File: config.mk
export PLATFORM = sky130hd
export DESIGN_NAME = masked_byte_pattern_scan
export DESIGN_NICKNAME = d
export VERILOG_FILES = /design/src/sv/mbps_pkg.sv /design/src/sv/mbps_front.sv /design/src/sv/mbps_match.sv /design/src/sv/mbps_out_fifo.sv /design/src/sv/masked_byte_pattern_scan.sv
export SDC_FILE = /design/constraint.sdc
export NUM_CORES = 1
export LEC_CHECK = 0
export ABC_CLOCK_PERIOD_IN_PS = 26300
export BUFFER_PORTS_ARGS = -buffer_cell sky130_fd_sc_hd__buf_2
export CORE_MARGIN = 2
export CORE_UTILIZATION = 45
export CTS_CLUSTER_DIAMETER = 150
export CTS_CLUSTER_SIZE = 14
export DETAILED_ROUTE_END_ITERATION = 7
export SLEW_MARGIN = 15
export SYNTH_ARGS = -nofsm -noshare
export SYNTH_HDL_FRONTEND = slang
export SYNTH_HIERARCHICAL = 1
export SYNTH_SLANG_ARGS = --single-unit
File: constraint.sdc
create_clock -name clk -period 26.3 [get_ports clk]
set_input_delay 1.315 -clock clk [delete_from_list [all_inputs] [get_ports clk]]
set_output_delay 1.315 -clock clk [all_outputs]
set_load 0.02 [all_outputs]
File: src/sv/mbps_pkg.sv
`timescale 1ns / 1ps
// ----------------------------------------------------------------------------
// Masked byte pattern scan package
// Shared constants, register indexes and the structures passed between the
// front stage, the match stage and the result queue.
// ----------------------------------------------------------------------------
package mbps_pkg;

	localparam int MAX_PATTERN = 16;
	localparam int OFFSET_BITS = 32;
	localparam int ADDR_W      = 48;
	localparam int LEN_W       = 5;
	localparam int MASK_W      = 16;
	localparam int LIMIT_W     = 16;
	localparam int PAT_BYTES   = 16;
	localparam int CFG_IDX_W   = 3;
	localparam int CFG_DATA_W  = 64;
	localparam int WIN_IDX_W   = (MAX_PATTERN > 1) ? $clog2(MAX_PATTERN) : 1;
	localparam int FIFO_DEPTH  = 4;
	localparam int FIFO_PTR_W  = $clog2(FIFO_DEPTH);
	localparam int FIFO_CNT_W  = $clog2(FIFO_DEPTH + 1);

	localparam logic [CFG_IDX_W-1:0] REG_PATTERN_LOW  = 3'd0;
	localparam logic [CFG_IDX_W-1:0] REG_PATTERN_HIGH = 3'd1;
	localparam logic [CFG_IDX_W-1:0] REG_COMPARE_MASK = 3'd2;
	localparam logic [CFG_IDX_W-1:0] REG_PATTERN_LEN  = 3'd3;
	localparam logic [CFG_IDX_W-1:0] REG_MATCH_LIMIT  = 3'd4;
	localparam logic [CFG_IDX_W-1:0] REG_REGION_BASE  = 3'd5;

	typedef logic [MAX_PATTERN-1:0][7:0] window_t;

	typedef struct packed {
		logic [PAT_BYTES-1:0][7:0] pattern;
		logic [MASK_W-1:0]         mask;
		logic [LEN_W-1:0]          length;
		logic [LIMIT_W-1:0]        limit;
		logic [ADDR_W-1:0]         base;
	} cfg_t;

	typedef struct packed {
		logic                   was_full;
		logic                   final_b;
		logic                   long_enough;
		logic [OFFSET_BITS-1:0] offset;
	} stage_t;

	typedef struct packed {
		logic [ADDR_W-1:0] address;
		logic              is_match;
		logic              run_done;
	} result_t;

endpackage

File: src/sv/mbps_front.sv
`timescale 1ns / 1ps
// ----------------------------------------------------------------------------
// Masked byte pattern scan front stage
// Shifts accepted bytes into the window, keeps the saturating byte count and
// registers the per-byte offset information for the match stage.
// ----------------------------------------------------------------------------
module mbps_front (
	input  logic                             clk,
	input  logic                             arst_n,
	input  logic                             in_fire,
	input  logic                             take_s1,
	input  logic [7:0]                       data_byte,
	input  logic                             final_byte,
	input  logic [mbps_pkg::LEN_W-1:0]       pattern_length,
	output logic                             valid_s1,
	output mbps_pkg::stage_t                 stage_s1,
	output mbps_pkg::window_t                window_q
);

	logic [mbps_pkg::OFFSET_BITS-1:0] cnt_q;
	logic [mbps_pkg::OFFSET_BITS-1:0] cnt_nxt;
	logic [mbps_pkg::OFFSET_BITS-1:0] len_ext;
	logic                             was_full;
	logic                             valid_s1_q;

	assign was_full = &cnt_q;
	assign cnt_nxt  = was_full ? cnt_q : cnt_q + mbps_pkg::OFFSET_BITS'(1);
	assign len_ext  = mbps_pkg::OFFSET_BITS'(pattern_length);
	assign valid_s1 = valid_s1_q;

	always_ff @(posedge clk or negedge arst_n) begin
		if (!arst_n) begin
			cnt_q      <= '0;
			valid_s1_q <= 1'b0;
		end else begin
			if (in_fire) begin
				cnt_q      <= final_byte ? '0 : cnt_nxt;
				valid_s1_q <= 1'b1;
			end else if (take_s1) begin
				valid_s1_q <= 1'b0;
			end
		end
	end

	always_ff @(posedge clk) begin
		if (in_fire) begin
			for (int k = mbps_pkg::MAX_PATTERN - 1; k > 0; k--) begin
				window_q[k] <= window_q[k-1];
			end
			window_q[0]          <= data_byte;
			stage_s1.was_full    <= was_full;
			stage_s1.final_b     <= final_byte;
			stage_s1.long_enough <= (cnt_nxt >= len_ext);
			stage_s1.offset      <= cnt_nxt - len_ext;
		end
	end

endmodule

File: src/sv/mbps_match.sv
`timescale 1ns / 1ps
// ----------------------------------------------------------------------------
// Masked byte pattern scan match stage
// Compares the window with the masked pattern, applies the match limit and
// forms up to two results per byte for the result queue.
// ----------------------------------------------------------------------------
module mbps_match (
	input  logic                  clk,
	input  logic                  arst_n,
	input  logic                  valid_s1,
	input  mbps_pkg::stage_t      stage_s1,
	input  mbps_pkg::window_t     window_q,
	input  mbps_pkg::cfg_t        cfg,
	input  logic                  room,
	output logic                  take_s1,
	output logic [1:0]            push_cnt,
	output mbps_pkg::result_t     res0,
	output mbps_pkg::result_t     res1
);

	logic [mbps_pkg::LIMIT_W-1:0] found_q;
	logic                         window_ok;
	logic                         len_valid;
	logic                         limit_ok;
	logic                         hit;
	mbps_pkg::result_t            match_res;
	mbps_pkg::result_t            end_res;

	always_comb begin
		logic [mbps_pkg::LEN_W-1:0] idx;
		window_ok = 1'b1;
		for (int i = 0; i < mbps_pkg::MAX_PATTERN; i++) begin
			idx = cfg.length - mbps_pkg::LEN_W'(1) - mbps_pkg::LEN_W'(i);
			if ((mbps_pkg::LEN_W'(i) < cfg.length) && cfg.mask[i] &&
			    (window_q[idx[mbps_pkg::WIN_IDX_W-1:0]] != cfg.pattern[i])) begin
				window_ok = 1'b0;
			end
		end
	end

	assign len_valid = (cfg.length != '0) &&
	                   (cfg.length <= mbps_pkg::LEN_W'(mbps_pkg::MAX_PATTERN));
	assign limit_ok  = (cfg.limit == '0) || (found_q < cfg.limit);
	assign hit       = !stage_s1.was_full && len_valid && stage_s1.long_enough &&
	                   limit_ok && window_ok;
	assign take_s1   = valid_s1 && room;

	assign match_res.address  = cfg.base + mbps_pkg::ADDR_W'(stage_s1.offset);
	assign match_res.is_match = 1'b1;
	assign match_res.run_done = 1'b0;
	assign end_res.address    = '0;
	assign end_res.is_match   = 1'b0;
	assign end_res.run_done   = 1'b1;

	always_comb begin
		res0     = hit ? match_res : end_res;
		res1     = end_res;
		push_cnt = 2'd0;
		if (take_s1) begin
			push_cnt = 2'(hit) + 2'(stage_s1.final_b);
		end
	end

	always_ff @(posedge clk or negedge arst_n) begin
		if (!arst_n) begin
			found_q <= '0;
		end else if (take_s1) begin
			if (stage_s1.final_b) begin
				found_q <= '0;
			end else if (hit && !(&found_q)) begin
				found_q <= found_q + mbps_pkg::LIMIT_W'(1);
			end
		end
	end

endmodule

File: src/sv/mbps_out_fifo.sv
`timescale 1ns / 1ps
// ----------------------------------------------------------------------------
// Masked byte pattern scan result queue
// A small queue that takes up to two results per cycle and hands them to the
// output channel one per transaction.
// ----------------------------------------------------------------------------
module mbps_out_fifo (
	input  logic                clk,
	input  logic                arst_n,
	input  logic [1:0]          push_cnt,
	input  mbps_pkg::result_t   res0,
	input  mbps_pkg::result_t   res1,
	output logic                room,
	output logic                out_valid,
	input  logic                out_ready,
	output mbps_pkg::result_t   head
);

	mbps_pkg::result_t                  mem_q [mbps_pkg::FIFO_DEPTH];
	logic [mbps_pkg::FIFO_PTR_W-1:0]    wr_ptr_q;
	logic [mbps_pkg::FIFO_PTR_W-1:0]    rd_ptr_q;
	logic [mbps_pkg::FIFO_CNT_W-1:0]    cnt_q;
	logic                               pop;

	assign out_valid = (cnt_q != '0);
	assign pop       = out_valid && out_ready;
	assign room      = (cnt_q <= mbps_pkg::FIFO_CNT_W'(mbps_pkg::FIFO_DEPTH - 2));
	assign head      = mem_q[rd_ptr_q];

	always_ff @(posedge clk or negedge arst_n) begin
		if (!arst_n) begin
			wr_ptr_q <= '0;
			rd_ptr_q <= '0;
			cnt_q    <= '0;
		end else begin
			wr_ptr_q <= wr_ptr_q + mbps_pkg::FIFO_PTR_W'(push_cnt);
			if (pop) begin
				rd_ptr_q <= rd_ptr_q + mbps_pkg::FIFO_PTR_W'(1);
			end
			cnt_q <= cnt_q + mbps_pkg::FIFO_CNT_W'(push_cnt) - mbps_pkg::FIFO_CNT_W'(pop);
		end
	end

	always_ff @(posedge clk) begin
		if (push_cnt != 2'd0) begin
			mem_q[wr_ptr_q] <= res0;
		end
		if (push_cnt == 2'd2) begin
			mem_q[wr_ptr_q + mbps_pkg::FIFO_PTR_W'(1)] <= res1;
		end
	end

endmodule

File: src/sv/masked_byte_pattern_scan.sv
`timescale 1ns / 1ps
// ----------------------------------------------------------------------------
// Masked byte pattern scan
// Searches a byte stream for a pattern of up to 16 bytes with wildcards.
// ----------------------------------------------------------------------------
// Bytes enter on the input channel (in_valid, in_ready, data_byte,
// final_byte) and results leave on the output channel (out_valid, out_ready,
// match_address, is_match, run_done). Each byte may give a match result and,
// when it is the region's last byte, an end result after it.
// Configuration is written through cfg_we, cfg_index and cfg_data. The user
// must write only while no transaction is in flight, unchecked by the block.
// A byte is registered into the window on acceptance, compared from that
// register and, once the result queue has room, its results are written into
// the queue, from which the output channel shows them.
// One byte is accepted per cycle while each byte gives at most one result
// and the receiver keeps up; a byte giving two results needs two output
// transactions, as the four-entry result queue has a single output port.
// Reset clears the counters, the queue and all configuration registers.
// When the receiver stalls, the queue fills and in_ready falls once fewer
// than two entries are free, so no result is ever dropped.
// ----------------------------------------------------------------------------
module masked_byte_pattern_scan (
	input  logic                                clk,
	input  logic                                arst_n,
	input  logic                                in_valid,
	output logic                                in_ready,
	input  logic [7:0]                          data_byte,
	input  logic                                final_byte,
	output logic                                out_valid,
	input  logic                                out_ready,
	output logic [mbps_pkg::ADDR_W-1:0]         match_address,
	output logic                                is_match,
	output logic                                run_done,
	input  logic                                cfg_we,
	input  logic [mbps_pkg::CFG_IDX_W-1:0]      cfg_index,
	input  logic [mbps_pkg::CFG_DATA_W-1:0]     cfg_data
);

	mbps_pkg::cfg_t     cfg_q;
	mbps_pkg::stage_t   stage_s1;
	mbps_pkg::window_t  window_q;
	mbps_pkg::result_t  res0;
	mbps_pkg::result_t  res1;
	mbps_pkg::result_t  head;
	logic               valid_s1;
	logic               take_s1;
	logic               room;
	logic               in_fire;
	logic [1:0]         push_cnt;

	always_ff @(posedge clk or negedge arst_n) begin
		if (!arst_n) begin
			cfg_q <= '0;
		end else if (cfg_we) begin
			case (cfg_index)
				mbps_pkg::REG_PATTERN_LOW: begin
					cfg_q.pattern[7:0] <= cfg_data;
				end
				mbps_pkg::REG_PATTERN_HIGH: begin
					cfg_q.pattern[15:8] <= cfg_data;
				end
				mbps_pkg::REG_COMPARE_MASK: begin
					cfg_q.mask <= cfg_data[mbps_pkg::MASK_W-1:0];
				end
				mbps_pkg::REG_PATTERN_LEN: begin
					cfg_q.length <= cfg_data[mbps_pkg::LEN_W-1:0];
				end
				mbps_pkg::REG_MATCH_LIMIT: begin
					cfg_q.limit <= cfg_data[mbps_pkg::LIMIT_W-1:0];
				end
				mbps_pkg::REG_REGION_BASE: begin
					cfg_q.base <= cfg_data[mbps_pkg::ADDR_W-1:0];
				end
				default: begin
				end
			endcase
		end
	end

	assign in_ready = !valid_s1 || take_s1;
	assign in_fire  = in_valid && in_ready;

	mbps_front u_front (
		.clk            (clk),
		.arst_n         (arst_n),
		.in_fire        (in_fire),
		.take_s1        (take_s1),
		.data_byte      (data_byte),
		.final_byte     (final_byte),
		.pattern_length (cfg_q.length),
		.valid_s1       (valid_s1),
		.stage_s1       (stage_s1),
		.window_q       (window_q)
	);

	mbps_match u_match (
		.clk      (clk),
		.arst_n   (arst_n),
		.valid_s1 (valid_s1),
		.stage_s1 (stage_s1),
		.window_q (window_q),
		.cfg      (cfg_q),
		.room     (room),
		.take_s1  (take_s1),
		.push_cnt (push_cnt),
		.res0     (res0),
		.res1     (res1)
	);

	mbps_out_fifo u_out_fifo (
		.clk       (clk),
		.arst_n    (arst_n),
		.push_cnt  (push_cnt),
		.res0      (res0),
		.res1      (res1),
		.room      (room),
		.out_valid (out_valid),
		.out_ready (out_ready),
		.head      (head)
	);

	assign match_address = head.address;
	assign is_match      = head.is_match;
	assign run_done      = head.run_done;

endmodule

-- Yosys cells after proc, flatten, opt, wreduce, memory -nomap -nowiden
Memories as Yosys holds them, arrays and structs flattened.
Index checks and enable logic that the tools add are counted.
- muxes and demuxes: 60
- $add $sub $neg: 26
- reductions and logical operators: 62
- equal/unequal tests: 22
- order comparisons: 36
- operators with widths (operator ; count):
    8-bit binary-select mux with 4-bit select ; 16
    8-bit 2-to-1 mux ; 16
    8-bit != test ; 16
    4-bit by 5-bit less-than comparator with 1-bit output, second input constant ; 16
    32-bit 2-to-1 mux ; 2
    50-bit 2-to-1 mux ; 1
    48-bit by 32-bit adder with 48-bit output ; 1
    1-bit logical AND ; 41
    4-bit by 5-bit less-than comparator with 1-bit output, first input constant ; 8
    32-bit by 1-bit adder with 32-bit output, second input constant ; 1
    32-bit by 5-bit >= comparator with 1-bit output ; 1
    16-bit 2-to-1 mux ; 2
    32-bit AND reduction ; 1
    32-bit by 5-bit subtractor with 32-bit output ; 1
    4-bit subtractor, second input constant ; 8
    1-bit 2-to-1 mux ; 22
    3-bit by 5-bit less-than comparator with 1-bit output, first input constant ; 4
    16-bit by 1-bit adder with 16-bit output, second input constant ; 1
    16-bit zero test ; 1
    16-bit less-than comparator ; 1
    16-bit AND reduction ; 1
    4-bit by 3-bit subtractor with 4-bit output, second input constant ; 4
    2-bit AND reduction ; 7
    1-bit by 5-bit less-than comparator with 1-bit output, first input constant ; 2
    other kinds (21) ; 32
- memories kept: 1
- word-level logic and storage cells: 253
- input bits: 81
- register bits: 432
- bits in writable memories: 200
- output and inout bits: 52
- memory list (memory ; words ; bits a word ; read ports ; clocked after memory_dff ; write ports ; RTL line ; text):
    u_out_fifo.mem_q ; 4 ; 50 ; 1 ; 0 ; 2 ; mbps_out_fifo.sv:19 ; mbps_pkg::result_t mem_q [mbps_pkg::FIFO_DEPTH];

-- Depth between registers and ports, before layout
- depth in word-level cells: 27
- depth in mapped cells: 35
- mapped depth without buffers: 22

-- Modules after synthesis
Netlist, hierarchy kept.
- by module, submodules not included (module ; cells an instance ; sequential area each (um^2) ; area each (um^2) ; instances):
    mbps_match ; 1371 ; 400.4 ; 13384.1 ; 1
    mbps_out_fifo ; 530 ; 6180.9 ; 10183.5 ; 1
    masked_byte_pattern_scan ; 457 ; 5330.1 ; 8354.3 ; 1
    mbps_front ; 580 ; 5720.5 ; 8212.9 ; 1

-- Worst setup path after synthesis
OpenSTA, ideal clock, no wires.
- path kind: reg-to-reg
- start: register cfg_q[64] (netlist bit)
- end: memory u_out_fifo/mem_q[2][0] (netlist bit) (enable)
- path slack: 15884 ps
- clock period less this slack: 10416 ps
- cell stages (with the launch flop): 33
- required time: 25826 ps
- path buffers: 14
- arrival time: 9942 ps
- setup time: 474 ps
- cell sequence: dfrtp_1 -> buf_2 -> buf_4 -> inv_2 -> buf_4 -> buf_4 -> buf_2 -> buf_2 -> ha_1 -> buf_2 -> buf_2 -> buf_1 -> buf_2 -> inv_1 -> ha_1 -> xnor2_1 -> o21ai_0 -> xnor2_1 -> buf_6 -> mux4_2 -> xnor2_1 -> nand4_1 -> o211ai_1 -> nand2_1 -> or4_1 -> buf_2 -> nor3_4 -> buf_4 -> ha_1 -> and3_1 -> buf_6 -> or3b_2 -> a21oi_1
- RTL lines (element ; RTL line ; text):
    from (decl) ; masked_byte_pattern_scan.sv:39 ; mbps_pkg::cfg_t cfg_q;
    to (decl) ; mbps_out_fifo.sv:19 ;

==> reports/qor.yml <==
slew_headroom_pct: 18.1
dp_hpwl_mm: 77.8
total_power_w: 0.00465
viasPerCell: 6.14
final_area_um2: 42800
antenna_left: 0
routed_wl_mm: 109
rsz0062_at_grt: "no"
clk_latency_ns: 0.67
synth_area_leader_cell: "edfxtp_1"
worstPathMaxFanout: 78
wl_per_cell_um: 26.2
dieArea_um2: 91600
dr.pass1.iters: 6
syn_area_um2: 40100
slew_violations: 0
setup-tns-final_ns: 0
cts_setup_buffers: 0
area_growth_syn_to_layout_pct: 6.67
dpl_cell_area_um2: 41300
num_vias: 25642
ys_top_cells_by_count: "edfxtp_1, mux2_2, dfrtp_1"
synth_flop_cell: "edfxtp_1"
numCtsBuffers: 51
fin_cells: 4175
ioPinCount: 133
drc: 0
path_clk_slew_ns: 0.09
rows: 109
multi_input_area_um2: 21100
drive_gt1_share_pct: 31.4
clk_path_buf_depth: 3
cts_sinks: 632
gr-usage-all-layers_pct: 23.7
power_density_nw_per_um2: 109
portBuffers: 132
n_fill_cell: 7686
required_ns: 26.57
ys_types: 93
cp-start-kind: "flip-flop"
crit_type: "reg2reg"
arrival_ns: 10.36
p_leak_nw: 16.4
grt_pass1_wl_mm: 164
htreeDepth: 2
fp.dieW_um: 303
finalHoldViolCount: 0
crit_path_end_kind: "flip-flop"
hp-class: "reg2reg"
grt_antenna_before_repair: 7
initialDrtViolationCount: 2441
min_period_ns: 10.09
initial_core_util_pct: 45.4
cts_tree: "yes"
utilization_pct: 48.4
max_freq_mhz: 99.1
synth_warnings: 6
clock-root-buffer: "clkbuf_16"
fin_nets: 3126
synth.area.top_cells: "edfxtp_1, dfrtp_1, mux4_2"
synth_top_area_share_pct: 27.2
finalCritPeriodShare_pct: 38.4
async_flop_share_pct: 42.6
place.gp.congestion: 0.916
coreArea_um2: 88400
ctsResizeCount: 0
cts_hold_buf: 0
register_area_um2: 17600
postSynthAreaPerCell_um2: 13.7
run_status: "finished, final reports clean"
fin_skew_ns: 0.0554
ir_worst_vdd_v: 0.0000788
synth-seq-area-share_pct: 43.9
cap_violations: 0
grt_pass1_vias: 25181
fp.dieH_um: 303
syn_inst: 2938
final-setup-viol-count: 0
synth-edff-count: 363
worst_slew_pin_slew_ns: 1.22
grt_max_degree: 157
dpl.cell_count: 4083
grt_overflow: 0
ys_seq_elements: 632
yosysMostFrequentCell: "edfxtp_1"
cell families (layout without fill, tap and decap cells):
group / Yosys count / in the layout / synth area share (%)
multiplexers: 836 / 836 / 31.1
AND/OR/NAND/NOR: 544 / 544 / 7.58
adder cells (fa/ha/maj): 74 / 74 / 2.36
AO/OA/AOI/OAI: 335 / 335 / 5.69
flip-flops: 632 / 632 / 43.9
buffers and inverters: 292 / 315 / 4.35
other: 2 / 51 / 0.0187
XOR/XNOR: 223 / 223 / 5.00
where the power goes:
part	internal [W]	leakage, nW	switching (W)
Clock	0.000369	0.710	0.000379
Combinational	0.00111	8.96	0.00130
Sequential	0.00130	6.72	0.000196
Total	0.00278	16.4	0.00187
state kept, by name, indices dropped and copies added, names as in the netlist:
| signal | count |
|---|---|
| u_front/valid_s1 | 1 |
| u_front/stage_s1 | 35 |
| u_out_fifo/mem_q | 200 |
| u_match/found_q | 16 |
| u_out_fifo/cnt_q | 3 |
| cfg_q | 213 |
| u_out_fifo/wr_ptr_q | 2 |
| u_out_fifo/rd_ptr_q | 2 |
| u_front/cnt_q | 32 |
| u_front/window_q | 128 |
stage by stage:
step	setup slack [ns]	hold slack, ns
CTS	16.20	0.482
finish	16.21	0.485
global placement	16.31	0.458
global route	15.58	0.507
floorplan	15.88	0.443
detailed placement	16.21	0.466
critical path: stages, from the launching register on:
cell and delay, ns:
dfrtp_4 0.46, clkinv_2 0.38, ha_4 1.14, buf_4 0.94, inv_1 0.12, ha_1 0.31, xnor2_1 0.16, o21ai_0 0.14
xnor2_2 0.90, mux4_1 0.69, xnor2_1 0.19, nand4_1 0.17, o211ai_1 0.33, nand2_1 0.14, or4_1 0.88, nor3_4 0.22
buf_4 0.40, ha_1 0.32, and3_1 0.31, or3b_2 0.56, a21oi_4 0.15, buf_4 0.63
area by class of cell:
type,count,area share (%)
flip-flops and latches,632,41.2
inverters,61,0.538
clock inverters,4,0.225
repair buffers,163,2.14
diodes,1,0.00585
well taps,1165,3.40
multi-input cells,2062,49.2
clock buffers,87,3.30
per-layer routing:
metal  global-route usage, %  part of all wire, %  vias to the layer above
met2                    38.7                   48                      882
met5                       0                0.060                        -
li1                        -                    -                    11400
met4                    6.25                  2.8                       10
met1                    33.7                   44                    13206
met3                    2.74                  5.5                      144
cells in the final DEF, fill, tap and decap left out, types with 10 or more instances in the layout:
cell type and instances:
mux2i_1 142, o21ai_0 82, a21o_1 33, nand4_1 60, nor3_1 27, o21a_1 11, nor2b_1 20, nand2_1 112
mux2_1 26, buf_4 30, clkbuf_16 51, nand3_1 53, dfrtp_1 265, xnor2_1 160, a31oi_1 13, edfxtp_1 363
conb_1 50, mux2_4 91, and2_1 36, inv_1 55, nor2_1 88, a211oi_1 14, a22o_1 11, and4_1 11
mux4_2 253, a21oi_1 63, o211ai_1 14, buf_2 131, ha_1 68, o221ai_1 10, xor2_1 56, clkbuf_1 36
o31ai_1 12, and3_1 26, mux2_2 321, nor4_1 30
worst paths after layout:
path | to | slack, ns | cells after the start | from
worst max-delay path | u_out_fifo/mem_q[2][18]$_DFFE_PP_ | 16.21 | 21 | cfg_q[64]$_DFFE_PN0P_
worst min-delay path | u_front/window_q[92]$_DFFE_PP_ | 0.49 | 0 | u_front/window_q[84]$_DFFE_PP_
worst max register to register | u_out_fifo/mem_q[2][18]$_DFFE_PP_ | 16.21 | 21 | cfg_q[64]$_DFFE_PN0P_
worst min register to register | u_front/window_q[92]$_DFFE_PP_ | 0.49 | 0 | u_front/window_q[84]$_DFFE_PP_
max in group asynchronous | u_out_fifo/rd_ptr_q[0]$_DFFE_PN0P_ | 23.95 | 2 | arst_n
min in group asynchronous | cfg_q[25]$_DFFE_PN0P_ | 0.77 | 1 | arst_n
Power figures use the tool's default switching activity.
